`config.mk`:
```
export PLATFORM = sky130hd
export DESIGN_NAME = m3ed_seq
export DESIGN_NICKNAME = d
export VERILOG_FILES = /design/src/rtl/m3ed_pkg.sv /design/src/rtl/m3ed_seq.sv
export SDC_FILE = /design/constraint.sdc
export NUM_CORES = 1
export LEC_CHECK = 0
export BUFFER_PORTS_ARGS = -buffer_cell sky130_fd_sc_hd__clkbuf_2
export CORE_AREA = 2 2 116 118
export DETAILED_ROUTE_END_ITERATION = 12
export DIE_AREA = 0 0 118 120
export GPL_TIMING_DRIVEN = 0
export SETUP_SLACK_MARGIN = 0.02
export SYNTH_ARGS = -nofsm -noshare
export SYNTH_HDL_FRONTEND = slang
export SYNTH_SLANG_ARGS = --single-unit
```
`constraint.sdc`:
```
create_clock -name clk -period 5.65 [get_ports clk]
set_input_delay 0 -clock clk [delete_from_list [all_inputs] [get_ports clk]]
set_output_delay 0 -clock clk [all_outputs]
set_load 0.01 [all_outputs]
```
`src/rtl/m3ed_pkg.sv`:
```
package m3ed_pkg;

	localparam int PIX_W      = 8;
	localparam int DIM_W      = 11;
	localparam int WIN_N      = 9;
	localparam int APB_AW     = 4;
	localparam int APB_DW     = 32;
	localparam int DIM_MIN    = 3;
	localparam int WIDTH_RST  = 720;
	localparam int HEIGHT_RST = 576;

	localparam logic [PIX_W-1:0] PIX_ONES = 8'd255;

	typedef enum logic [1:0] {
		REG_MODE   = 2'd0,
		REG_WIDTH  = 2'd1,
		REG_HEIGHT = 2'd2
	} reg_idx_t;

	typedef enum logic {
		MODE_ERODE  = 1'b0,
		MODE_DILATE = 1'b1
	} mode_t;

	typedef struct packed {
		mode_t            mode;
		logic [DIM_W-1:0] width;
		logic [DIM_W-1:0] height;
		logic             restart;
	} cfg_t;

	typedef struct packed {
		logic emit;
		logic eol;
		logic done;
		logic ok_r0;
		logic ok_r2;
		logic ok_c0;
		logic ok_c2;
	} win_ctrl_t;

endpackage

```
`src/rtl/m3ed_seq.sv`:
```
module m3ed_seq #(
	parameter int MAX_WIDTH  = 1024,
	parameter int MAX_HEIGHT = 1024
) (
	input  logic                          clk,
	input  logic                          arst_n,
	input  m3ed_pkg::cfg_t                cfg,
	input  logic                          accept,
	output logic [$clog2(MAX_WIDTH)-1:0]  col,
	output m3ed_pkg::win_ctrl_t           ctrl
);

	localparam int AW = $clog2(MAX_WIDTH);
	localparam int RW = $clog2(MAX_HEIGHT + 3);

	logic [AW-1:0] col_q;
	logic [RW-1:0] row_q;
	int            ri, ci, w, h, cr, cc, ri_nxt, ci_nxt;
	logic          eol, mid;

	assign col = col_q;

	always_comb begin
		ri  = 32'(row_q);
		ci  = 32'(col_q);
		w   = 32'(cfg.width);
		h   = 32'(cfg.height);
		eol = (ci == 0) && (ri >= 2);
		mid = (ci >= 1) && (ri >= 1) && (ri - 1 < h);
		cr  = eol ? ri - 2 : ri - 1;
		cc  = eol ? w - 1 : ci - 1;

		ctrl.emit  = eol || mid;
		ctrl.eol   = eol;
		ctrl.done  = (eol || mid) && (cr + 1 == h) && (cc + 1 == w);
		ctrl.ok_r0 = cr > 0;
		ctrl.ok_r2 = cr + 1 < h;
		ctrl.ok_c0 = cc > 0;
		ctrl.ok_c2 = cc + 1 < w;

		ci_nxt = ci + 1;
		ri_nxt = ri;
		if (ci_nxt >= w) begin
			ci_nxt = 0;
			ri_nxt = ri + 1;
		end
		if (ri_nxt > h + 1 || ctrl.done) begin
			ci_nxt = 0;
			ri_nxt = 0;
		end
	end

	always_ff @(posedge clk or negedge arst_n) begin
		if (!arst_n) begin
			col_q <= '0;
			row_q <= '0;
		end else if (cfg.restart) begin
			col_q <= '0;
			row_q <= '0;
		end else if (accept) begin
			col_q <= AW'(ci_nxt);
			row_q <= RW'(ri_nxt);
		end
	end

endmodule

```
* Word level (Yosys, flattened, before mapping)
Index checks and enable logic that the tools add are counted.
** Storage, ports and cells
- Word-level logic and storage cells :: 42
- Bits of input ports :: 27
- Register bits :: 21
** Cells by class
- Reductions and logical operators :: 9
- Eq/ne operators :: 2
- Mux-type cells :: 10
- $add $sub $neg :: 9
- Magnitude comparators :: 10
** Operators with widths (number)
- $lt A32 B12 Y1 :: 3
- $add A32 B2 Y32 const B :: 2
- $eq A32 B12 Y1 :: 2
- $gt A32 B1 Y1 const B :: 2
- $mux W32 :: 2
- $mux W10 :: 4
- $mux W11 :: 3
- $add A11 B1 Y12 const B :: 2
- $sub A11 B1 Y12 const B :: 2
- $gt A12 B12 Y1 :: 1
- $mux W12 :: 1
- $sub A11 B2 Y12 const B :: 1
- $add A10 B1 Y11 const B :: 1
- $ge A11 B1 Y1 const B :: 1
- $ge A11 B11 Y1 :: 1
- $ge A11 B2 Y1 const B :: 1
- $sub A10 B1 Y11 const B :: 1
- $ge A10 B1 Y1 const B :: 1
- $logic_not A10 Y1 :: 1
- $logic_and A1 B1 Y1 :: 5
- $logic_or A1 B1 Y1 :: 2
- $reduce_bool A2 Y1 :: 1

* Longest topological paths before layout
Gate-level depths: netlist of run 1.
- Word-level depth :: 11
- Gate-level depth with buffers :: 27
- Mapped depth without buffers :: 23

* Worst setup path before layout of run 1
No wires, ideal clock.
- Path type :: register to register
- Start point :: register row_q[0]
- End point :: register col_q[7] (netlist: col[7])
- Library setup time :: 126 ps
- Buffers on the path :: 4
- Path slack :: -140 ps
- Cell stages (with the launch flop) :: 28
- Arrival time :: 5665 ps
- Data required time :: 5524 ps
- Cells stage by stage :: dfrtp_1 -> buf_2 -> inv_1 -> ha_1 -> or4_1 -> or3_1 -> buf_6 -> nand2_8 -> inv_6 -> clkbuf_1 -> clkbuf_1 -> xnor2_1 -> inv_1 -> ha_1 -> nand3_1 -> a221o_1 -> and2b_1 -> nand3_1 -> ha_1 -> nand4bb_1 -> or4_1 -> inv_1 -> nand4_1 -> a211o_1 -> a2111o_1 -> o21ai_4 -> nor2_4 -> a221o_1
** On the way
- Cells in the longest elaborated chain, start to end :: 11
- Elaborated cells on any way between the ends :: 24
** RTL lines
- start: declaration :: line m3ed_seq.sv:17 : logic [RW-1:0] row_q;
- start signal: assignment :: line m3ed_seq.sv:62 : row_q <= RW'(ri_nxt);
- $ge A11 B2 Y1 * :: line m3ed_seq.sv:28 : eol = (ci == 0) && (ri >= 2);
- $logic_and A1 B1 Y1 * :: line m3ed_seq.sv:28
- named net eol :: line m3ed_seq.sv:19 : logic eol, mid;
- $mux W32 :: line m3ed_seq.sv:30 : cr = eol ? ri - 2 : ri - 1;
- $add A32 B2 Y32 :: line m3ed_seq.sv:35 : ctrl.done = (eol || mid) && (cr + 1 == h) && (cc + 1 == w);
- $eq A32 B12 Y1 :: line m3ed_seq.sv:35
- $logic_and A1 B1 Y1 :: line m3ed_seq.sv:35
- $logic_and A1 B1 Y1 * :: line m3ed_seq.sv:35
- $logic_or A1 B1 Y1 * :: line m3ed_seq.sv:47 : if (ri_nxt > h + 1 || ctrl.done) begin
- $mux W10 * :: line m3ed_seq.sv:47
- $mux W10 * :: line m3ed_seq.sv:60 : end else if (accept) begin
- $mux W10 * :: line m3ed_seq.sv:57 : end else if (cfg.restart) begin
- end signal: assignment :: line m3ed_seq.sv:61 : col_q <= AW'(ci_nxt);
- end: declaration :: line m3ed_seq.sv:16 : logic [AW-1:0] col_q;
Mark *: on every way through the listed nets, which the timed path passes. The rest lies on a longest branch. The select of a mux whose other input is x is not followed.
A chain may end at the register's enable or synchronous reset.

* Worst setup path in the final report of run 1
- Start point :: register row_q[1]
- End point :: register col_q[2] (netlist: col[2])
** On the way
- Cells in the longest elaborated chain, start to end :: 11
- Elaborated cells on any way between the ends :: 24
** RTL lines (line)
- $ge A11 B2 Y1 :: m3ed_seq.sv:28
- $logic_and A1 B1 Y1 :: m3ed_seq.sv:28
- $mux W32 :: m3ed_seq.sv:30
- $add A32 B2 Y32 :: m3ed_seq.sv:35
- $eq A32 B12 Y1 :: m3ed_seq.sv:35
- $logic_and A1 B1 Y1 (2 in series) :: m3ed_seq.sv:35
- $logic_or A1 B1 Y1 * :: m3ed_seq.sv:47
- $mux W10 * :: m3ed_seq.sv:47
- $mux W10 * :: m3ed_seq.sv:60
- $mux W10 * :: m3ed_seq.sv:57
Every way passes the cells marked *; elsewhere a longest branch is shown, timed or not. The select of a mux whose other input is x is not followed.

==> metrics.txt, run 1 <==
status=finished, final reports clean; Routability Congestion=0.953; drc violations=0; RSZ-0062 raised after global routing=yes; Most used DFF post-synth=dfrtp_1; area grow syn2layout=23.2%; # setup viols final=0; Num CTS Buffers=3; Post-Synthesis Cells=668; Data required, critical path=5.79 ns; io pins=44; Tot Pwr=616 uW; number of synthesized flops with an enable pin=0; fin crit share=0.966; Core Footprint=0.0130 mm2; Pleak=2.96 nW; initial core utilization=0.390; Synth Register Bits=21; full die area=0.0142 mm2; Site Rows=42; Async SR Flop Fraction=1.00; startpoint types=register; Crit Path Max Fanout=9; antenna-violating nets left=0; ant diodes=0; Overall Global Routing Usage=0.219; Die Ht=120 um; clock skew=0.00224 ns; Via density=5.83; Final nets=857; VDD IR max=0.141 mV; routed wire length per instance=17.1 um; P per Cell Area=98.9 mW/mm2; worst path arrival time=5.60 ns; Final Util=0.480; register area share after synthesis=0.104; fin. max-slew vios=0; worst skew pair latency=0.25 ns; H-tree depth=1; setup_tns=0 ns; DRT iter0 DRCs=409; Detailed Place HPWL=12600 um; Placed Area=0.00550 mm2; Critical Path Sink Type=register; Max Cap Violations=0; clock buffer depth=2; Rel. slew slack=0.113; Net Count, Synth=777; Worst Hold Class=in2reg; root buf cell=clkbuf_16; via count=5384; pin count of the biggest net entering global routing=22; average size of a mapped cell=7.57 um2; vias in the first global route=5125; Final min period=5.46 ns; TritonCTS clock tree=yes; die width=118 um; Max Freq=0.183 GHz; Distinct cells, synth=71; FILL cells=1305; Post-Route WL=15800 um; initial antenna violation count=0; clk slew on worst S/H paths=0.05 ns; CTS sink count=21; min setup slack post-route=0.190 ns; final design instance area without fill=0.00623 mm2; Post-Place Worst Slack=-0.819 ns; Post-Layout Cell Count=923; layout cell share with drive strength beyond 1=0.222; global-route wire length before repair=25600 um; Synth Cell Area=0.00506 mm2; R2R Setup Slk=0.19 ns; I/O Buffers=38; DR pass1 iterations=5; final hold slack=0.176 ns; Slew @ Worst Pin=1.32 ns; synth warn=0; Final Hold Viols=0; Inst Count DP=882; Crit Path Class=reg2reg; grt ovf=0
==> Yosys cell counts, drive strengths merged (10+ instances only) <==
cell	n	share of area
clkbuf	30	0.022
ha	82	0.20
o21ai	34	0.036
nand3	33	0.033
xnor2	48	0.083
nor2	44	0.034
and3	10	0.012
or4	10	0.016
inv	42	0.032
nor3	19	0.019
a22o	12	0.021
a31oi	10	0.012
a21o	17	0.025
xor2	19	0.033
nand2	40	0.033
o21a	13	0.019
a21oi	21	0.021
dfrtp	21	0.10
nand4	27	0.033
nor4	16	0.021
buf	10	0.014
==> flip-flops by register name, summed over array words and instances (netlist names) <==
name   flops
row_q     11
col       10
==> layout by cell type, fill, tap and decap left out, types with 6 or more instances in the layout <==
cell and count:
ha_1 77, buf_4 50, xnor2_1 46, clkbuf_2 40
nand2_1 39, inv_1 37, nor2_1 37, o21ai_0 33
nand3_1 29, nand4_1 27, a21oi_1 20, xor2_1 19
dfrtp_1 18, a21o_1 17, clkbuf_1 16, nor3_1 16
nor4_1 14, o21a_1 12, a22o_1 12, a31oi_1 10
and3_1 10, or4_1 7, nand2b_1 7, nor2_2 6
or2_2 6, or3_1 6, nor2b_1 6, a211oi_1 6
==> routing by layer <==
layer | share of wire | global-route usage | vias to the layer above
li1 | - | - | 2647
met1 | 0.46 | 0.307 | 2523
met2 | 0.46 | 0.360 | 185
met3 | 0.059 | 0.0204 | 29
met4 | 0.024 | 0.0617 | 0
met5 | 0 | 0 | -
==> logic make-up after synthesis <==
logic type	count (synthesis)	share of synthesized area
flip-flops	21	0.104
buffers and inverters	82	0.0680
AO/OA/AOI/OAI	165	0.233
adder cells (fa/ha/maj)	82	0.203
XOR/XNOR	67	0.116
AND/OR/NAND/NOR	247	0.268
multiplexers	4	0.00816
==> what timing repair did <==
item                                    in CTS  in global routing
setup buffers                               24                 26
resized for setup                           28                 59
pin swaps                                    9                 25
endpoints found under the setup margin      23                 21
hold endpoints to repair                    21                  0
hold buffers                                 1                  0
==> power by group <==
part	leakage, nW	internal [mW]	switching [mW]	total [mW]
combinational	2.63	0.136	0.181	0.317
clock	0.0382	0.0959	0.0496	0.146
sequential	0.287	0.152	0.00233	0.154
==> cell type report <==
| class | instances | area (um2) | share of cell area |
|---|---|---|---|
| clock buffer | 4 | 78.8 | 0.0126 |
| tap | 176 | 220 | 0.0353 |
| sequential | 21 | 529 | 0.0849 |
| multi-input combinational | 565 | 4510 | 0.723 |
| buffer | 27 | 144 | 0.0231 |
| timing repair buffer | 88 | 576 | 0.0923 |
| inverter | 42 | 180 | 0.0289 |
==> final timing paths <==
path / cells after the start / from / to
worst max-delay path: 21 / row_q[1] / col[2]
worst min-delay path: 3 / accept / col[6]
worst max register to register: 21 / row_q[1] / col[2]
worst min register to register: 3 / row_q[10] / row_q[10]
max in group asynchronous: 2 / arst_n / col[4]
min in group asynchronous: 2 / arst_n / row_q[2]
==> worst max-delay path, stage by stage, from the launching register on <==
cell and delay (ns):
dfrtp_2 0.48, ha_4 0.18, or4_4 0.43, or3_4 0.42
nand2_8 0.10, clkinv_8 0.07, buf_4 0.15, a211o_1 0.33
a221o_1 0.37, and2b_2 0.28, nand3_4 0.09, ha_4 0.30
nand4b_1 0.09, or4_4 0.51, inv_4 0.07, nand4_1 0.09
a211o_1 0.27, a2111o_1 0.48, o211ai_4 0.31, buf_6 0.14
nor3b_2 0.03, a21o_1 0.15
No activity file was read; power rests on OpenSTA's default activity.
==> inputs of run 2 (changes only) <==
Settings changed: BUFFER_PORTS_ARGS -buffer_cell sky130_fd_sc_hd__clkbuf_2 to -buffer_cell sky130_fd_sc_hd__buf_4, SLEW_MARGIN set to 20.
==> run 2 against run 1 <==
Net effect: power up 2.5%; worst setup slack worse by 0.16 ns; hold slack worse by 0.042 ns; clock skew up 0.0022 ns; non-clock buffer count down 3; clock power up 5%; combinational power up 3%; register-to-register slack worse by 0.16 ns; largest cell class unchanged; largest power group unchanged; highest routed layer unchanged.
==> metrics.txt, run 2 (synthesized netlist as in run 1, its figures left out) <==
I/O Buffers=38 (unchanged); Routability Congestion=0.906 (was 0.953); fin crit share=0.995 (was 0.966); die width=118 um (unchanged); pin count of the biggest net entering global routing=22 (unchanged); H-tree depth=1 (unchanged); Via density=5.86 (was 5.83); startpoint types=register (unchanged); root buf cell=clkbuf_16 (unchanged); DR pass1 iterations=6 (was 5); fin. max-slew vios=0 (unchanged); layout cell share with drive strength beyond 1=0.219 (was 0.222); Pleak=2.96 nW (about the same); ant diodes=0 (unchanged); grt ovf=0 (unchanged); RSZ-0062 raised after global routing=yes (unchanged); cells on worst reg2reg path=25 (was 21); global-route wire length before repair=26900 um (was 25600 um); routed wire length per instance=18.0 um (was 17.1 um); Final nets=854 (was 857); Critical Path Sink Type=register (unchanged); io pins=44 (unchanged); clk slew on worst S/H paths=0.06 ns (was 0.05 ns); P per Cell Area=100 mW/mm2 (was 98.9 mW/mm2); Inst Count DP=882 (unchanged); Die Ht=120 um (unchanged); most frequent cells in the layout=buf_4, ha_1, xnor2_1 (was ha_1, buf_4, xnor2_1); Final Hold Viols=0 (unchanged); Post-Layout Cell Count=920 (was 923); clock skew=0.00443 ns (was 0.00224 ns); Max Cap Violations=0 (unchanged); Site Rows=42 (unchanged); via count=5394 (was 5384); initial antenna violation count=0 (unchanged); Rel. slew slack=0.353 (was 0.113); initial core utilization=0.390 (unchanged); status=finished, final reports clean (unchanged); Top reg by flops=row_q (unchanged); hold path cells=3 (unchanged); TritonCTS clock tree=yes (unchanged); vias in the first global route=5288 (was 5125); final hold slack=0.134 ns (was 0.176 ns); full die area=0.0142 mm2 (unchanged); Crit Path Class=reg2reg (unchanged); area grow syn2layout=24.8% (was 23.2%); Core Footprint=0.0130 mm2 (unchanged); CTS sink count=21 (unchanged); Post-Route WL=16600 um (was 15800 um); Overall Global Routing Usage=0.230 (was 0.219); Detailed Place HPWL=13000 um (was 12600 um); DRT iter0 DRCs=440 (was 409); clock buffer depth=2 (unchanged); Largest register FFs=11 (unchanged); commonest non-fill, non-tap cell in the layout=buf_4 (was ha_1); worst path arrival time=5.76 ns (was 5.60 ns); FILL cells=1298 (was 1305); Max Freq=0.178 GHz (was 0.183 GHz); VDD IR max=0.0946 mV (was 0.141 mV); Slew @ Worst Pin=0.966 ns (was 1.32 ns); Crit Path Max Fanout=7 (was 9); # setup viols final=0 (unchanged); drc violations=0 (unchanged); Data required, critical path=5.79 ns (about the same); setup_tns=0 ns (unchanged); antenna-violating nets left=0 (unchanged); Num CTS Buffers=3 (unchanged); Worst Hold Class=in2reg (unchanged); worst skew pair latency=0.26 ns (was 0.25 ns); Final min period=5.62 ns (was 5.46 ns)
run 2: changes by cell type in the layout (fill, tap and decap cells not counted), sizes merged:
cell,before,now
buf,58,92
clkbuf,60,23
run 2: critical path, cell delays in order (launching register included):
cell	delay (ns)
dfrtp_1	0.36
buf_6	0.12
inv_8	0.03
ha_4	0.14
or4_4	0.48
or3_4	0.45
nand2_8	0.10
clkinv_8	0.05
clkbuf_16	0.14
xnor2_4	0.14
inv_2	0.08
ha_4	0.14
nand3_2	0.06
a221o_1	0.30
and2b_2	0.26
nand3_2	0.10
ha_4	0.32
nand4bb_1	0.10
or4_4	0.50
inv_2	0.08
nand4_1	0.09
a211o_1	0.28
a2111o_1	0.50
o21ai_4	0.25
nor2_4	0.09
a221o_1	0.31
run 2: layer usage:
layer / global-route usage / up-vias / wire length (um)
met5: 0 / - / 0
met4: 0.0542 / 0 / 284
met3: 0.0124 / 23 / 845
met2: 0.381 / 175 / 7600
met1: 0.328 / 2562 / 7820
li1: - / 2634 / -
run 2: report_power, final:
part / internal [mW] / switching [mW] / total, mW
Combinational: 0.141 / 0.184 / 0.326
Clock: 0.0963 / 0.0571 / 0.153
Sequential: 0.152 / 0.00132 / 0.153
Total: 0.389 / 0.243 / 0.632
run 2: final timing paths:
| kind | from | slack (ns) | to |
|---|---|---|---|
| max | row_q[0] | 0.03 | col[7] |
| min | accept | 0.13 | col[2] |
| max reg2reg | row_q[0] | 0.03 | col[7] |
| min reg2reg | row_q[10] | 0.66 | row_q[10] |
| max in group asynchronous | arst_n | 5.24 | col[0] |
| min in group asynchronous | arst_n | 0.16 | row_q[10] |
run 2: what timing repair did:
| action | CTS | global route |
|---|---|---|
| endpoints found under the hold margin | 21 | 0 |
| hold buffers | 1 | 0 |
| gates cloned | 0 | 0 |
| setup endpoints to repair | 23 | 22 |
| buffers inserted | 22 | 22 |
| resized for setup | 27 | 57 |
| pin swaps | 6 | 29 |
run 2: cell type report:
class,count,area (um2),area share
multi-input cells,565,4490,0.711
plain buffers,30,195,0.0309
repair buffers,82,622,0.0985
well taps,176,220,0.0349
clock buffers,4,78.8,0.0125
flip-flops and latches,21,529,0.0838
inverters,42,178,0.0281
run 2: stage by stage:
step	area (um2)	worst slack [ns]	utilization	total power, mW
after floorplan	5090	-0.00818	-	0.361
after global placement	5600	-0.630	0.431	0.444
after detailed placement	5610	-0.784	0.433	0.451
after CTS	5940	0.0335	0.458	0.616
after global routing	6310	-0.0959	0.486	0.675
final	6310	0.0298	0.486	0.632
