File: src/rtl/m3ed_pkg.sv
package m3ed_pkg;

	localparam int PIX_W      = 8;
	localparam int DIM_W      = 11;
	localparam int WIN_N      = 9;
	localparam int APB_AW     = 4;
	localparam int APB_DW     = 32;
	localparam int DIM_MIN    = 3;
	localparam int WIDTH_RST  = 720;
	localparam int HEIGHT_RST = 576;

	localparam logic [PIX_W-1:0] PIX_ONES = 8'd255;

	typedef enum logic [1:0] {
		REG_MODE   = 2'd0,
		REG_WIDTH  = 2'd1,
		REG_HEIGHT = 2'd2
	} reg_idx_t;

	typedef enum logic {
		MODE_ERODE  = 1'b0,
		MODE_DILATE = 1'b1
	} mode_t;

	typedef struct packed {
		mode_t            mode;
		logic [DIM_W-1:0] width;
		logic [DIM_W-1:0] height;
		logic             restart;
	} cfg_t;

	typedef struct packed {
		logic emit;
		logic eol;
		logic done;
		logic ok_r0;
		logic ok_r2;
		logic ok_c0;
		logic ok_c2;
	} win_ctrl_t;

endpackage

File: src/rtl/m3ed_out_if.sv
interface m3ed_out_if;
	logic                      valid;
	logic                      ready;
	logic [m3ed_pkg::PIX_W-1:0] pixel_out;
	logic                      frame_done;

	modport source (output valid, output pixel_out, output frame_done, input ready);
	modport sink (input valid, input pixel_out, input frame_done, output ready);
endinterface

File: src/rtl/m3ed_window.sv
module m3ed_window #(
	parameter int MAX_WIDTH = 1024
) (
	input  logic                            clk,
	input  logic                            arst_n,
	input  m3ed_pkg::cfg_t                  cfg,
	input  logic                            accept,
	input  m3ed_pkg::win_ctrl_t             ctrl,
	input  logic [m3ed_pkg::PIX_W-1:0]      value,
	input  logic [$clog2(MAX_WIDTH)-1:0]    addr,
	input  logic [2*m3ed_pkg::PIX_W-1:0]    rd_data,
	output logic                            wr_en,
	output logic [$clog2(MAX_WIDTH)-1:0]    wr_addr,
	output logic [2*m3ed_pkg::PIX_W-1:0]    wr_data,
	output logic                            blocked,
	m3ed_out_if.source                      pix_out
);

	localparam int AW = $clog2(MAX_WIDTH);

	logic                          valid_s1;
	m3ed_pkg::win_ctrl_t           ctrl_s1;
	logic [m3ed_pkg::PIX_W-1:0]    value_s1;
	logic [AW-1:0]                 addr_s1;
	logic [m3ed_pkg::PIX_W-1:0]    win_q [m3ed_pkg::WIN_N];
	logic [m3ed_pkg::PIX_W-1:0]    win_nxt [m3ed_pkg::WIN_N];
	logic [m3ed_pkg::PIX_W-1:0]    op_win [m3ed_pkg::WIN_N];
	logic                          out_valid_q;
	logic [m3ed_pkg::PIX_W-1:0]    out_pix_q;
	logic                          out_done_q;
	logic [m3ed_pkg::PIX_W-1:0]    line_a, line_b, and_acc, or_acc, result;
	logic [2:0]                    ok_row, ok_col;
	logic                          advance, emit;

	assign blocked = valid_s1 && ctrl_s1.emit && out_valid_q && !pix_out.ready;
	assign advance = !blocked;
	assign emit    = advance && valid_s1 && ctrl_s1.emit;
	assign wr_en   = advance && valid_s1;
	assign wr_addr = addr_s1;
	assign wr_data = {line_a, value_s1};

	assign pix_out.valid      = out_valid_q;
	assign pix_out.pixel_out  = out_pix_q;
	assign pix_out.frame_done = out_done_q;

	always_comb begin
		line_b = rd_data[2*m3ed_pkg::PIX_W-1:m3ed_pkg::PIX_W];
		line_a = rd_data[m3ed_pkg::PIX_W-1:0];
		for (int k = 0; k < 3; k++) begin
			win_nxt[k*3]   = win_q[k*3+1];
			win_nxt[k*3+1] = win_q[k*3+2];
			op_win[k*3]    = win_q[k*3+1];
			op_win[k*3+1]  = win_q[k*3+2];
			op_win[k*3+2]  = '0;
		end
		win_nxt[2] = line_b;
		win_nxt[5] = line_a;
		win_nxt[8] = value_s1;
		if (!ctrl_s1.eol) begin
			op_win = win_nxt;
		end

		ok_row  = {ctrl_s1.ok_r2, 1'b1, ctrl_s1.ok_r0};
		ok_col  = {ctrl_s1.ok_c2, 1'b1, ctrl_s1.ok_c0};
		and_acc = m3ed_pkg::PIX_ONES;
		or_acc  = '0;
		for (int i = 0; i < 3; i++) begin
			for (int j = 0; j < 3; j++) begin
				and_acc = and_acc & op_win[i*3+j];
				if (ok_row[i] && ok_col[j]) begin
					or_acc = or_acc | op_win[i*3+j];
				end
			end
		end

		priority if (cfg.mode == m3ed_pkg::MODE_DILATE) begin
			result = or_acc;
		end else if (&{ok_row, ok_col}) begin
			result = and_acc;
		end else begin
			result = '0;
		end
	end

	always_ff @(posedge clk or negedge arst_n) begin
		if (!arst_n) begin
			valid_s1    <= 1'b0;
			out_valid_q <= 1'b0;
		end else begin
			if (advance) begin
				valid_s1 <= accept;
			end
			if (emit) begin
				out_valid_q <= 1'b1;
			end else if (pix_out.ready) begin
				out_valid_q <= 1'b0;
			end
		end
	end

	always_ff @(posedge clk or negedge arst_n) begin
		if (!arst_n) begin
			for (int k = 0; k < m3ed_pkg::WIN_N; k++) begin
				win_q[k] <= '0;
			end
		end else if (cfg.restart) begin
			for (int k = 0; k < m3ed_pkg::WIN_N; k++) begin
				win_q[k] <= '0;
			end
		end else if (wr_en) begin
			win_q <= win_nxt;
		end
	end

	always_ff @(posedge clk) begin
		if (accept) begin
			ctrl_s1  <= ctrl;
			value_s1 <= value;
			addr_s1  <= addr;
		end
		if (emit) begin
			out_pix_q  <= result;
			out_done_q <= ctrl_s1.done;
		end
	end

endmodule

File: src/flat_wrapper.sv
// flat-port wrapper written by rule: the top's interface ports become plain ports
module m3ed_window_flat 
#(
	parameter int MAX_WIDTH = 1024
)
  (clk, arst_n, cfg, accept, ctrl, value, addr, rd_data, wr_en, wr_addr, wr_data, blocked, pix_out_valid, pix_out_pixel_out, pix_out_frame_done, pix_out_ready);
  m3ed_out_if pix_out_i ();
  input  logic clk;
  input  logic arst_n;
  input  m3ed_pkg::cfg_t cfg;
  input  logic accept;
  input  m3ed_pkg::win_ctrl_t ctrl;
  input  logic [m3ed_pkg::PIX_W-1:0] value;
  input  logic [$clog2(MAX_WIDTH)-1:0] addr;
  input  logic [2*m3ed_pkg::PIX_W-1:0] rd_data;
  output logic wr_en;
  output logic [$clog2(MAX_WIDTH)-1:0] wr_addr;
  output logic [2*m3ed_pkg::PIX_W-1:0] wr_data;
  output logic blocked;
  output wire logic [$bits(pix_out_i.valid)-1:0] pix_out_valid;
  output wire logic [$bits(pix_out_i.pixel_out)-1:0] pix_out_pixel_out;
  output wire logic [$bits(pix_out_i.frame_done)-1:0] pix_out_frame_done;
  input wire logic [$bits(pix_out_i.ready)-1:0] pix_out_ready;
  assign pix_out_valid = pix_out_i.valid;
  assign pix_out_pixel_out = pix_out_i.pixel_out;
  assign pix_out_frame_done = pix_out_i.frame_done;
  assign pix_out_i.ready = pix_out_ready;
  m3ed_window #(.MAX_WIDTH(MAX_WIDTH)) u_core (.clk(clk), .arst_n(arst_n), .cfg(cfg), .accept(accept), .ctrl(ctrl), .value(value), .addr(addr), .rd_data(rd_data), .wr_en(wr_en), .wr_addr(wr_addr), .wr_data(wr_data), .blocked(blocked), .pix_out(pix_out_i));
endmodule
File: config.mk
export PLATFORM = sky130hd
export DESIGN_NAME = m3ed_window_flat
export DESIGN_NICKNAME = d
export VERILOG_FILES = /design/src/rtl/m3ed_pkg.sv /design/src/rtl/m3ed_out_if.sv /design/src/rtl/m3ed_window.sv /design/src/flat_wrapper.sv
export SDC_FILE = /design/constraint.sdc
export NUM_CORES = 1
export LEC_CHECK = 0
export CORE_UTILIZATION = 56
export DETAILED_ROUTE_END_ITERATION = 7
export DONT_BUFFER_PORTS = 1
export HOLD_SLACK_MARGIN = 0.02
export PLACE_DENSITY_LB_ADDON = 0.1
export SLEW_MARGIN = 40
export SYNTH_ARGS = -nofsm -noshare
export SYNTH_HDL_FRONTEND = slang
export SYNTH_SLANG_ARGS = --single-unit
File: constraint.sdc
create_clock -name clk -period 1.6 [get_ports clk]
set_input_delay 0.24 -clock clk [delete_from_list [all_inputs] [get_ports clk]]
set_output_delay 0.24 -clock clk [all_outputs]
set_load 0.02 [all_outputs]
# Word level (Yosys, flattened, before mapping)
# Index checks and enable logic that the tools add are counted.
[word_totals]
word_cells = 64
register_bits = 84
out_inout_bits = 38
[op_classes]
bitwise_logic = 16
reduce_logical = 14
muxes = 15
[ops]
columns = ["operator", "count"]
rows = [
  ["$mux W64", 2],
  ["$mux W8", 10],
  ["$and A8 B8 Y8", 8],
  ["$or A8 B8 Y8", 8],
  ["$mux W56", 1],
  ["$logic_and A1 B1 Y1", 9],
  ["$reduce_and A4 Y1", 1],
  ["$reduce_bool A2 Y1", 2],
  ["$logic_not A1 Y1", 2],
  ["$mux W1", 2],
]

# Depth between registers and ports, before layout
# Gate-level depths: netlist of the first run.
[depth]
depth_word = 18
mapped_depth = 7
depth_no_buf = 5

# Worst setup path before layout of the first run
# No wires, ideal clock.
[synth_path]
path_kind = "flip-flop to flip-flop"
startpoint = "register u_core.value_s1[6] (netlist name)"
endpoint = "register u_core.out_pix_q, in the netlist u_core.pix_out.pixel_out[6], data pin"
synth_period_minus_slack_ns = 1.653
setup_slack_ns = -0.053
setup_time_ns = 0.254
stages_incl_launch_ff = 5
n_path_buf = 0
arrival_ns = 1.399
cell_sequence = "edfxtp_1 > a21o_1 > a221o_1 > a221o_1 > a21o_1"
[synth_between]
elab_chain_cells = 4
elab_cells_between_ends = 6
[synth_rtl]
columns = ["element", "line_no", "text"]
rows = [
  ["start: declaration", "m3ed_window.sv:23", "logic [m3ed_pkg::PIX_W-1:0] value_s1;"],
  ["start signal: assignment", "m3ed_window.sv:118", "value_s1 <= value;"],
  ["$mux W56 *", "m3ed_window.sv:59", "if (!ctrl_s1.eol) begin"],
  ["$and A8 B8 Y8 or $or A8 B8 Y8 (tied branches)", "m3ed_window.sv:69, m3ed_window.sv:71", ""],
  ["$mux W8, on equally long branches", "m3ed_window.sv:78, m3ed_window.sv:70", ""],
  ["$mux W8 *", "m3ed_window.sv:76", "priority if (cfg.mode == m3ed_pkg::MODE_DILATE) begin"],
  ["named net u_core.result (one bit)", "m3ed_window.sv:31", "logic [m3ed_pkg::PIX_W-1:0] line_a, line_b, and_acc, or_acc, result;"],
  ["end signal: assignment", "m3ed_window.sv:122", "out_pix_q <= result;"],
  ["end: declaration", "m3ed_window.sv:29", "logic [m3ed_pkg::PIX_W-1:0] out_pix_q;"],
]
# Mark *: on every way through the listed nets, which the timed path passes. The rest lies on a longest branch.
# A chain may end at the register's enable or synchronous reset.

# Final worst setup path of the first run
[layout_path]
startpoint = "register u_core.ctrl_s1[3] (netlist name)"
endpoint = "register u_core.out_pix_q, in the netlist u_core.pix_out.pixel_out[1], data pin"
[layout_between]
elab_chain_cells = 18
elab_cells_between_ends = 21
[layout_rtl]
columns = ["element", "line_no", "text"]
rows = [
  ["start: declaration", "m3ed_window.sv:22", "m3ed_pkg::win_ctrl_t ctrl_s1;"],
  ["start signal: assignment", "m3ed_window.sv:117", "ctrl_s1 <= ctrl;"],
  ["$logic_and A1 B1 Y1", "m3ed_window.sv:70", "if (ok_row[i] && ok_col[j]) begin"],
  ["$mux W8", "m3ed_window.sv:70", ""],
  ["$or A8 B8 Y8", "m3ed_window.sv:71", "or_acc = or_acc | op_win[i*3+j];"],
  ["$mux W8", "m3ed_window.sv:70", ""],
  ["$or A8 B8 Y8", "m3ed_window.sv:71", ""],
  ["$mux W8", "m3ed_window.sv:70", ""],
  ["$or A8 B8 Y8", "m3ed_window.sv:71", ""],
  ["$mux W8", "m3ed_window.sv:70", ""],
  ["[... 3 more ...]", "n/a", ""],
  ["$or A8 B8 Y8", "m3ed_window.sv:71", ""],
  ["$mux W8", "m3ed_window.sv:70", ""],
  ["$or A8 B8 Y8", "m3ed_window.sv:71", ""],
  ["$mux W8", "m3ed_window.sv:70", ""],
  ["$or A8 B8 Y8", "m3ed_window.sv:71", ""],
  ["$mux W8", "m3ed_window.sv:70", ""],
  ["$mux W8 *", "m3ed_window.sv:76", ""],
  ["named net u_core.result (one bit)", "m3ed_window.sv:31", ""],
]
# Marks and branches as above.

==> results of run 1 <==
path summary, 6_finish.rpt:
kind	start	endpoint	slack, ns	depth (start not counted)
max in group asynchronous	arst_n	u_core.win_nxt[22]	0.96	2
min in group asynchronous	arst_n	u_core.win_nxt[59]	0.41	2
min	rd_data[7]	u_core.win_nxt[39]	0.03	2
min reg2reg	u_core.ctrl_s1[4]	u_core.pix_out.frame_done	0.42	0
max reg2reg	u_core.ctrl_s1[3]	u_core.pix_out.pixel_out[1]	-0.01	5
max	u_core.ctrl_s1[3]	u_core.pix_out.pixel_out[1]	-0.01	5
through the flow:
step           cells    util  worst slack (ns)  hold slack (ns)  area [sq um]
6_report         482  0.7033          -0.01152          0.03351          4466
2_1_floorplan    351       -          -0.02702         -0.05559          3680
4_1_cts          482  0.7011         0.0005513          0.02323          4452
3_5_place_dp     422  0.5965         -0.009284         -0.05423          3787
3_3_place_gp     422  0.5965           0.01701         -0.05436          3787
5_1_grt          482  0.7033          -0.08024          0.02354          4466
layer usage:
layer,GRT usage,up-vias
li1,-,1354
met1,0.3347,1404
met2,0.4031,109
met3,0.05964,20
met4,0.1160,0
met5,0,-
power groups by stage:
stage	registers (mW)	logic, mW	clock network (mW)
4_1_cts	2.55	0.585	1.47
3_3_place_gp	2.59	0.416	0
5_1_grt	2.57	0.647	1.54
6_report	2.56	0.592	1.43
2_1_floorplan	2.59	0.331	0
3_5_place_dp	2.59	0.426	0
kinds of logic (layout without fill, tap and decap cells):
family,count (synthesis),count (layout),synth area share
flip-flops,84,84,0.6175
AND/OR/NAND/NOR,146,146,0.1690
AO/OA/AOI/OAI,90,90,0.1676
buffers and inverters,31,85,0.04590
sequential cells by signal, indices dropped and copies added, names as in the netlist:
name,count
u_core.win_nxt,48
u_core.wr_addr,10
u_core.pix_out.pixel_out,8
u_core.value_s1,8
u_core.ctrl_s1,7
u_core.pix_out.frame_done,1
u_core.pix_out.valid,1
u_core.valid_s1,1
cell type report:
type	instances	area, sq um	share of cell area
multi-input cells	236	1256	0.2813
inverters	2	7.507	0.001681
repair buffers	67	650.6	0.1457
well taps	77	96.34	0.02157
flip-flops and latches	84	2272	0.5088
clock inverters	6	55.05	0.01233
clock buffers	10	127.6	0.02858
worst max-delay path, cell delays in order, from the launching register on:
cell      delay, ns
edfxtp_1       0.46
buf_6          0.19
a221o_1        0.31
nand2_1        0.09
a21boi_2       0.06
a211o_1        0.25
repair_timing:
item / in CTS / in global routing
gates resized for setup: 3 / 6
endpoints found under the hold margin: 149 / 0
setup endpoints to repair: 3 / 9
hold buffers: 44 / 0
cell usage in the layout (no fill, tap or decap), types with 3 or more instances in the layout:
cell           Yosys  final
a21boi_1           5      5
nand2_1          113    113
dfrtp_1           50     50
a221o_1           17     17
edfxtp_1          34     34
buf_4             12     20
nor4_1             8      8
dlygate4sd3_1      0     41
nand4_1            8      8
a221oi_1           7      6
nand3_1            8      8
a21o_1             3      3
a211o_1            7      7
a21oi_1           48     48
clkbuf_8           0      9
==> results.md, run 1 <==
- Status: finished, violations left
- Failing checks: negative setup slack
- Hpwl dp: between 5000 and 6000 um
- Worst Slack Setup Final: -0.01152 ns
- Clock share of power: 0.313
- I/O pin count: approximately 110
- Synth cell count leaders: nand2_1 (113), dfrtp_1 (50), a21oi_1 (48)
- Clock sinks: 84
- DRC viols: 0
- CTS H-tree lvls: 3
- TritonCTS clock tree: done
- Post-CTS Setup Bufs: 0
- WL met1: around 3700 um
- Routed vias: approximately 2,900
- ANT cells: 0
- Port bufs: 0
- FMAX: between 600 and 700 MHz
- Worst VDD drop: ~700 uV
- CP startpoint kind: register
- Initial Utilization: 0.5795
- Worst-skew pair later-pin latency: roughly 0.35 ns
- Total CTS buffers: 9
- P_sw: 1.210 mW
- Die Ht: 83.06 um
- Power, Total: approximately 4.6 mW
- Crit path DAT: 1.71 ns
- WL/cell: approximately 18 um
- Count leader, synth: nand2_1
- Async set or reset register ratio after synthesis: 0.5952
- Post-synthesis cell type with the largest combined area: dfrtp_1
- Ys Warns: 0
- Predominant post-synthesis flop cell: dfrtp_1
- First-pass GRT wire length: approximately 14,000 um
- Die area: around 6900 sq um
- Worst slew margin: 0.6468
- Sequential share of power: 0.558
- Int Pwr: 3.370 mW
- Final antenna-violating net count: 0
- Comb power frac: 0.129
- Fill cell count: 497
- Core footprint: between 6000 and 7000 sq um
- RSZ-0062 raised after global routing: true
- Share of layout cells above drive strength 1: 0.1136
- Syn nets: 420
- Synth cell types: 25
- Worst Path Required: 1.70 ns
- Die width: roughly 83 um
- Worst-path clk slew: 0.08 ns
- Leakage power: approximately 1.8 nW
- Maximum root-to-sink buffer count: 2
- Mean post-synth cell area: around 10 sq um
- Grt ovf: 0
- GRT Util Overall: 0.2542
- Gp weighted congestion: between 0.8 and 0.9
- Post-synth EDFFs: 34
- Syn Inst Count: ~350
- Worst min-delay path class: in2reg
- Root Driver: clkbuf_8
- Initial DRC count: ~290
- Slew of the pin with the lowest slew margin: roughly 0.53 ns
- Seq/Total Area, Yosys: 0.6175
- Mapped cell area: approximately 3700 sq um
- Clock skew: ~0.0045 ns
- Net Sw Frac: 0.2642
- Top sig layer: met4
- Crit path capture type: register
- Final Cycle Share: 1.007
- Vias in the first global route: 2,742
- Via density: ~6.0
- Row cnt: 29
- Setup TNS: -0.01152 ns
- Worst-path maximum fanout: 14
- Final hold violations: 0
- Synth top area cells: dfrtp_1 (34%), edfxtp_1 (28%), nand2_1 (12%)
- Maxcap violations: 0
- Routed wl met2: 4114 um
- Max-slew violations: 0
- Fin crit period: ~1.6 ns
- Post-synthesis register bit count: 84
- Area grow syn2layout: 21.35%
- WL met3: about 550 um
- Setup violators final: 1
- Final net count: 469
- First-pass iteration count of the detailed router: 4
- Final wirelength: around 8500 um
- Pwr/cell area: approximately 1000 nW/um^2
- Setup CP Type: reg2reg
- Initial antenna violation count: 0
- Largest net degree at the start of global routing: 51
- Post-synth top area share: 0.3400
(Power assumes the default switching activity.)
==> run 2, diff against run 1 <==
--- a/config.mk
+++ b/config.mk
@@ -5,7 +5,8 @@
 export SDC_FILE = /design/constraint.sdc
 export NUM_CORES = 1
 export LEC_CHECK = 0
-export CORE_UTILIZATION = 56
+export ABC_AREA = 1
+export CORE_UTILIZATION = 57
 export DETAILED_ROUTE_END_ITERATION = 7
 export DONT_BUFFER_PORTS = 1
 export HOLD_SLACK_MARGIN = 0.02
==> run 2 against run 1 <==
  * Flip-flop and latch count did not move
  * Sequential share of layout area fell by 3.1 points
  * Cell count rose by 19%
  * Global-route usage rose by 3.6 points
  * The flow now finishes without violations
  * Register-to-register slack improved by 0.12 ns
  * Utilization rose by 0.10 points
  * Setup slack improved by 0.099 ns
  * Critical endpoint is now wr_en
  * Highest routed layer unchanged
  * Sequential power barely moved
  * Non-clock buffer count fell by 10
==> results.md, run 2 <==
- Slew of the pin with the lowest slew margin: 0.5570 ns (+0.02718 ns)
- Total CTS buffers: 9 (unchanged)
- Root Driver: clkbuf_8
- CP startpoint: u_core.valid_s1
- Final Cycle Share: 0.9451 (-0.06206)
- Setup CP Type: reg2out
- R2r setup slk: 0.11 ns (+0.12 ns)
- HP Start: rd_data[4]
- Largest net degree at the start of global routing: 51 (unchanged)
- Vias in the first global route: 3,203 (+17%)
- Routed vias: 3,325 (+15%)
- Met2 Usage GRT: 0.4371 (+0.03396)
- Worst Setup EP: wr_en
- Leakage power: 2.122 nW (+17%)
- Synth cell count leaders: nand2_1 (133), nand3_1 (73), dfrtp_1 (50)
- DRC viols: 0 (unchanged)
- Crit path DAT: 1.27 ns (-0.44 ns)
- Async set or reset register ratio after synthesis: 0.5952 (unchanged)
- Max-slew violations: 0 (unchanged)
- Maximum root-to-sink buffer count: 2 (unchanged)
- WP buf/inv: 1 (unchanged)
- Worst-path maximum fanout: 5 (-9)
- Seq/Total Area, Yosys: 0.5709 (-0.04659)
- R2R Path End: u_core.pix_out.pixel_out[2]
- GRT Util Overall: 0.2905 (+0.03625)
- Synth cell types: 23 (-8.0%)
- Port bufs: 0 (unchanged)
- Worst slew margin: 0.6278 (-0.01900)
- Syn Inst Count: 453 (+29%)
- GRT Max-Usage Layer: met2
- Clock share of power: 0.360 (+0.047)
- Grt ovf: 0 (unchanged)
- FMAX: 661.3 MHz (+6.6%)
- Row cnt: 30 (+3.4%)
- Gp weighted congestion: 0.8916 (+8.4%)
- Crit path capture type: output port
- Pwr/cell area: 1057 nW/um^2 (+3.1%)
- Comb power frac: 0.129 (about the same)
- Worst-skew pair later-pin latency: 0.35 ns (about the same)
- Worst-path clk slew: 0.09 ns (about the same)
- Met1 Resource Use GR: 0.3997 (+0.06504)
- DP Area: 4090 sq um (+8.0%)
- Initial Utilization: 0.5891 (+0.009567)
- Final hold violations: 0 (unchanged)
- Worst hold stages: 2 (unchanged)
- Mapped cell area: 3980 sq um (+8.2%)
- Area grow syn2layout: 19.55%
- Max reg flops: 48 (unchanged)
- Ys Warns: 0 (unchanged)
- Mean post-synth cell area: 8.786 sq um (-16%)
- Initial DRC count: 270 (-5.3%)
- Hpwl dp: 5703 um (+12%)
- Synth top area cells: dfrtp_1 (31%), edfxtp_1 (26%), nand2_1 (13%)
- Commonest non-fill, non-tap cell in the layout: nand2_1
- Share of layout cells above drive strength 1: 0.1051 (-0.008530)
- First-pass GRT wire length: 16,070 um (+19%)
- Slowest stage cell, crit path: dfrtp_1
- Syn nets: 522 (+24%)
- Final wirelength: 9789 um (+15%)
- Stages on worst setup path: 4 (-1)
- Worst VDD drop: 796.4 uV (+14%)
- Core footprint: 6756 sq um (+6.4%)
- Clock sinks: 84 (unchanged)
- ANT cells: 0 (unchanged)
- Sequential share of power: 0.511 (-0.047)
- Worst R2R Path Depth: 7 (+2)
- Fin crit period: 1.512 ns (-0.09929 ns)
- Die width: 85.56 um (+3.0%)
- Final Cell Area: 4758 sq um (+6.6%)
- Top Family by Delay on Critical Path: flip-flops
- TritonCTS clock tree: done
- CTS H-tree lvls: 3 (unchanged)
- First-pass iteration count of the detailed router: 5 (+1)
- P_sw: 1.331 mW (+10%)
- Post-synthesis cell type with the largest combined area: dfrtp_1
- Final net count: 559 (+19%)
- WL/cell: 17.02 um (-3.9%)
- Clock skew: 0.01342 ns (+0.008944 ns)
- Status: finished, final reports clean
- Setup violators final: 0 (-1)
- Maxcap violations: 0 (unchanged)
- RSZ-0062 raised after global routing: false
- Commonest non-fill, non-tap cells in the layout: nand2_1 (133), nand3_1 (73), dfrtp_1 (50)
- Initial antenna violation count: 0 (unchanged)
- Post-synth EDFFs: 34 (unchanged)
- Post-synth top area share: 0.3144 (-0.02565)
- Worst Path Required: 1.36 ns (-0.34 ns)
- Die area: 7321 sq um (+6.1%)
- Net Sw Frac: 0.2645 (+0.0002795)
- CP startpoint kind: register
- Crit path cell chain: nand2_2, nor2_2, nor2_4, buf_6
- Int Pwr: 3.701 mW (+9.8%)
- Worst min-delay path class: in2reg
- Post-synthesis register bit count: 84 (unchanged)
- Final antenna-violating net count: 0 (unchanged)
- Met3 GRT Util: 0.07507 (+0.01543)
- I/O pin count: 107 (unchanged)
- Slowest stage delay, CP: 0.42 ns (-0.04 ns)
- Die Ht: 85.56 um (+3.0%)
- Via density: 5.783 (-3.5%)
- R2R Path Start: u_core.ctrl_s1[0]
- Setup TNS: 0 ns (+0.01152 ns)
- Count leader, synth: nand2_1
- Predominant post-synthesis flop cell: dfrtp_1
## run 2: cell count changes after synthesis, sizes merged, moves of 17 or more
cell | before | now
a21oi | 48 | 2
a221o | 17 | 0
nand3 | 8 | 73
o21ai | 1 | 38
inv | 2 | 34
nand2 | 113 | 135
nor2 | 2 | 25
## run 2: repair_timing
action	4_1_cts	5_1_grt
gates cloned	0	0
pin swaps	0	2
gates resized for setup	1	3
setup endpoints to repair	1	6
hold endpoints to repair	112	0
hold buffers	39	0
setup buffers	0	1
## run 2: area by class of cell
cell class	count	area [sq um]
clock buffers	10	127.6
clock inverters	6	113.9
fillers	493	1998
inverters	34	127.6
multi-input cells	304	1425
flip-flops and latches	84	2272
well taps	80	100.1
repair buffers	57	591.8
## run 2: power groups by stage
stage,Sequential (mW),Combinational [mW],Clock [mW]
after CTS,2.57,0.637,1.82
after global placement,2.61,0.506,0
after floorplan,2.59,0.386,0
after global routing,2.59,0.720,1.93
final,2.57,0.649,1.81
after detailed placement,2.61,0.513,0
## run 2: cells by family after synthesis
logic type / count (synthesis) / synth area share
AO/OA/AOI/OAI: 49 / 0.07482
buffers and inverters: 65 / 0.07482
flip-flops: 84 / 0.5709
AND/OR/NAND/NOR: 255 / 0.2795
## run 2: per-layer routing
layer | part of all wire | vias to the layer above
met3 | 0.086 | 20
li1 | - | 1584
met1 | 0.43 | 1549
met2 | 0.46 | 172
met5 | 0 | -
met4 | 0.027 | 0
## run 2: how the worst min path moves through the flow
stage | endpoint | slack, ns
3_3_place_gp | u_core.win_nxt[21] | -0.05
6_report | u_core.win_nxt[36] | 0.04
2_1_floorplan | u_core.pix_out.valid | -0.06
3_5_place_dp | u_core.win_nxt[21] | -0.05
5_1_grt | u_core.win_nxt[36] | 0.04
4_1_cts | u_core.win_nxt[36] | 0.02
## run 2: per-stage QoR
stage	hold slack, ns	worst slack [ns]	utilization	instances	total power, mW
2_1_floorplan	-0.05559	0.06793	-	453	2.980
3_3_place_gp	-0.05412	0.1169	0.6054	519	3.119
3_5_place_dp	-0.05393	0.05786	0.6054	519	3.126
4_1_cts	0.02457	0.01362	0.7020	574	5.031
5_1_grt	0.04082	0.02728	0.7043	575	5.243
6_report	0.03828	0.08777	0.7043	575	5.031
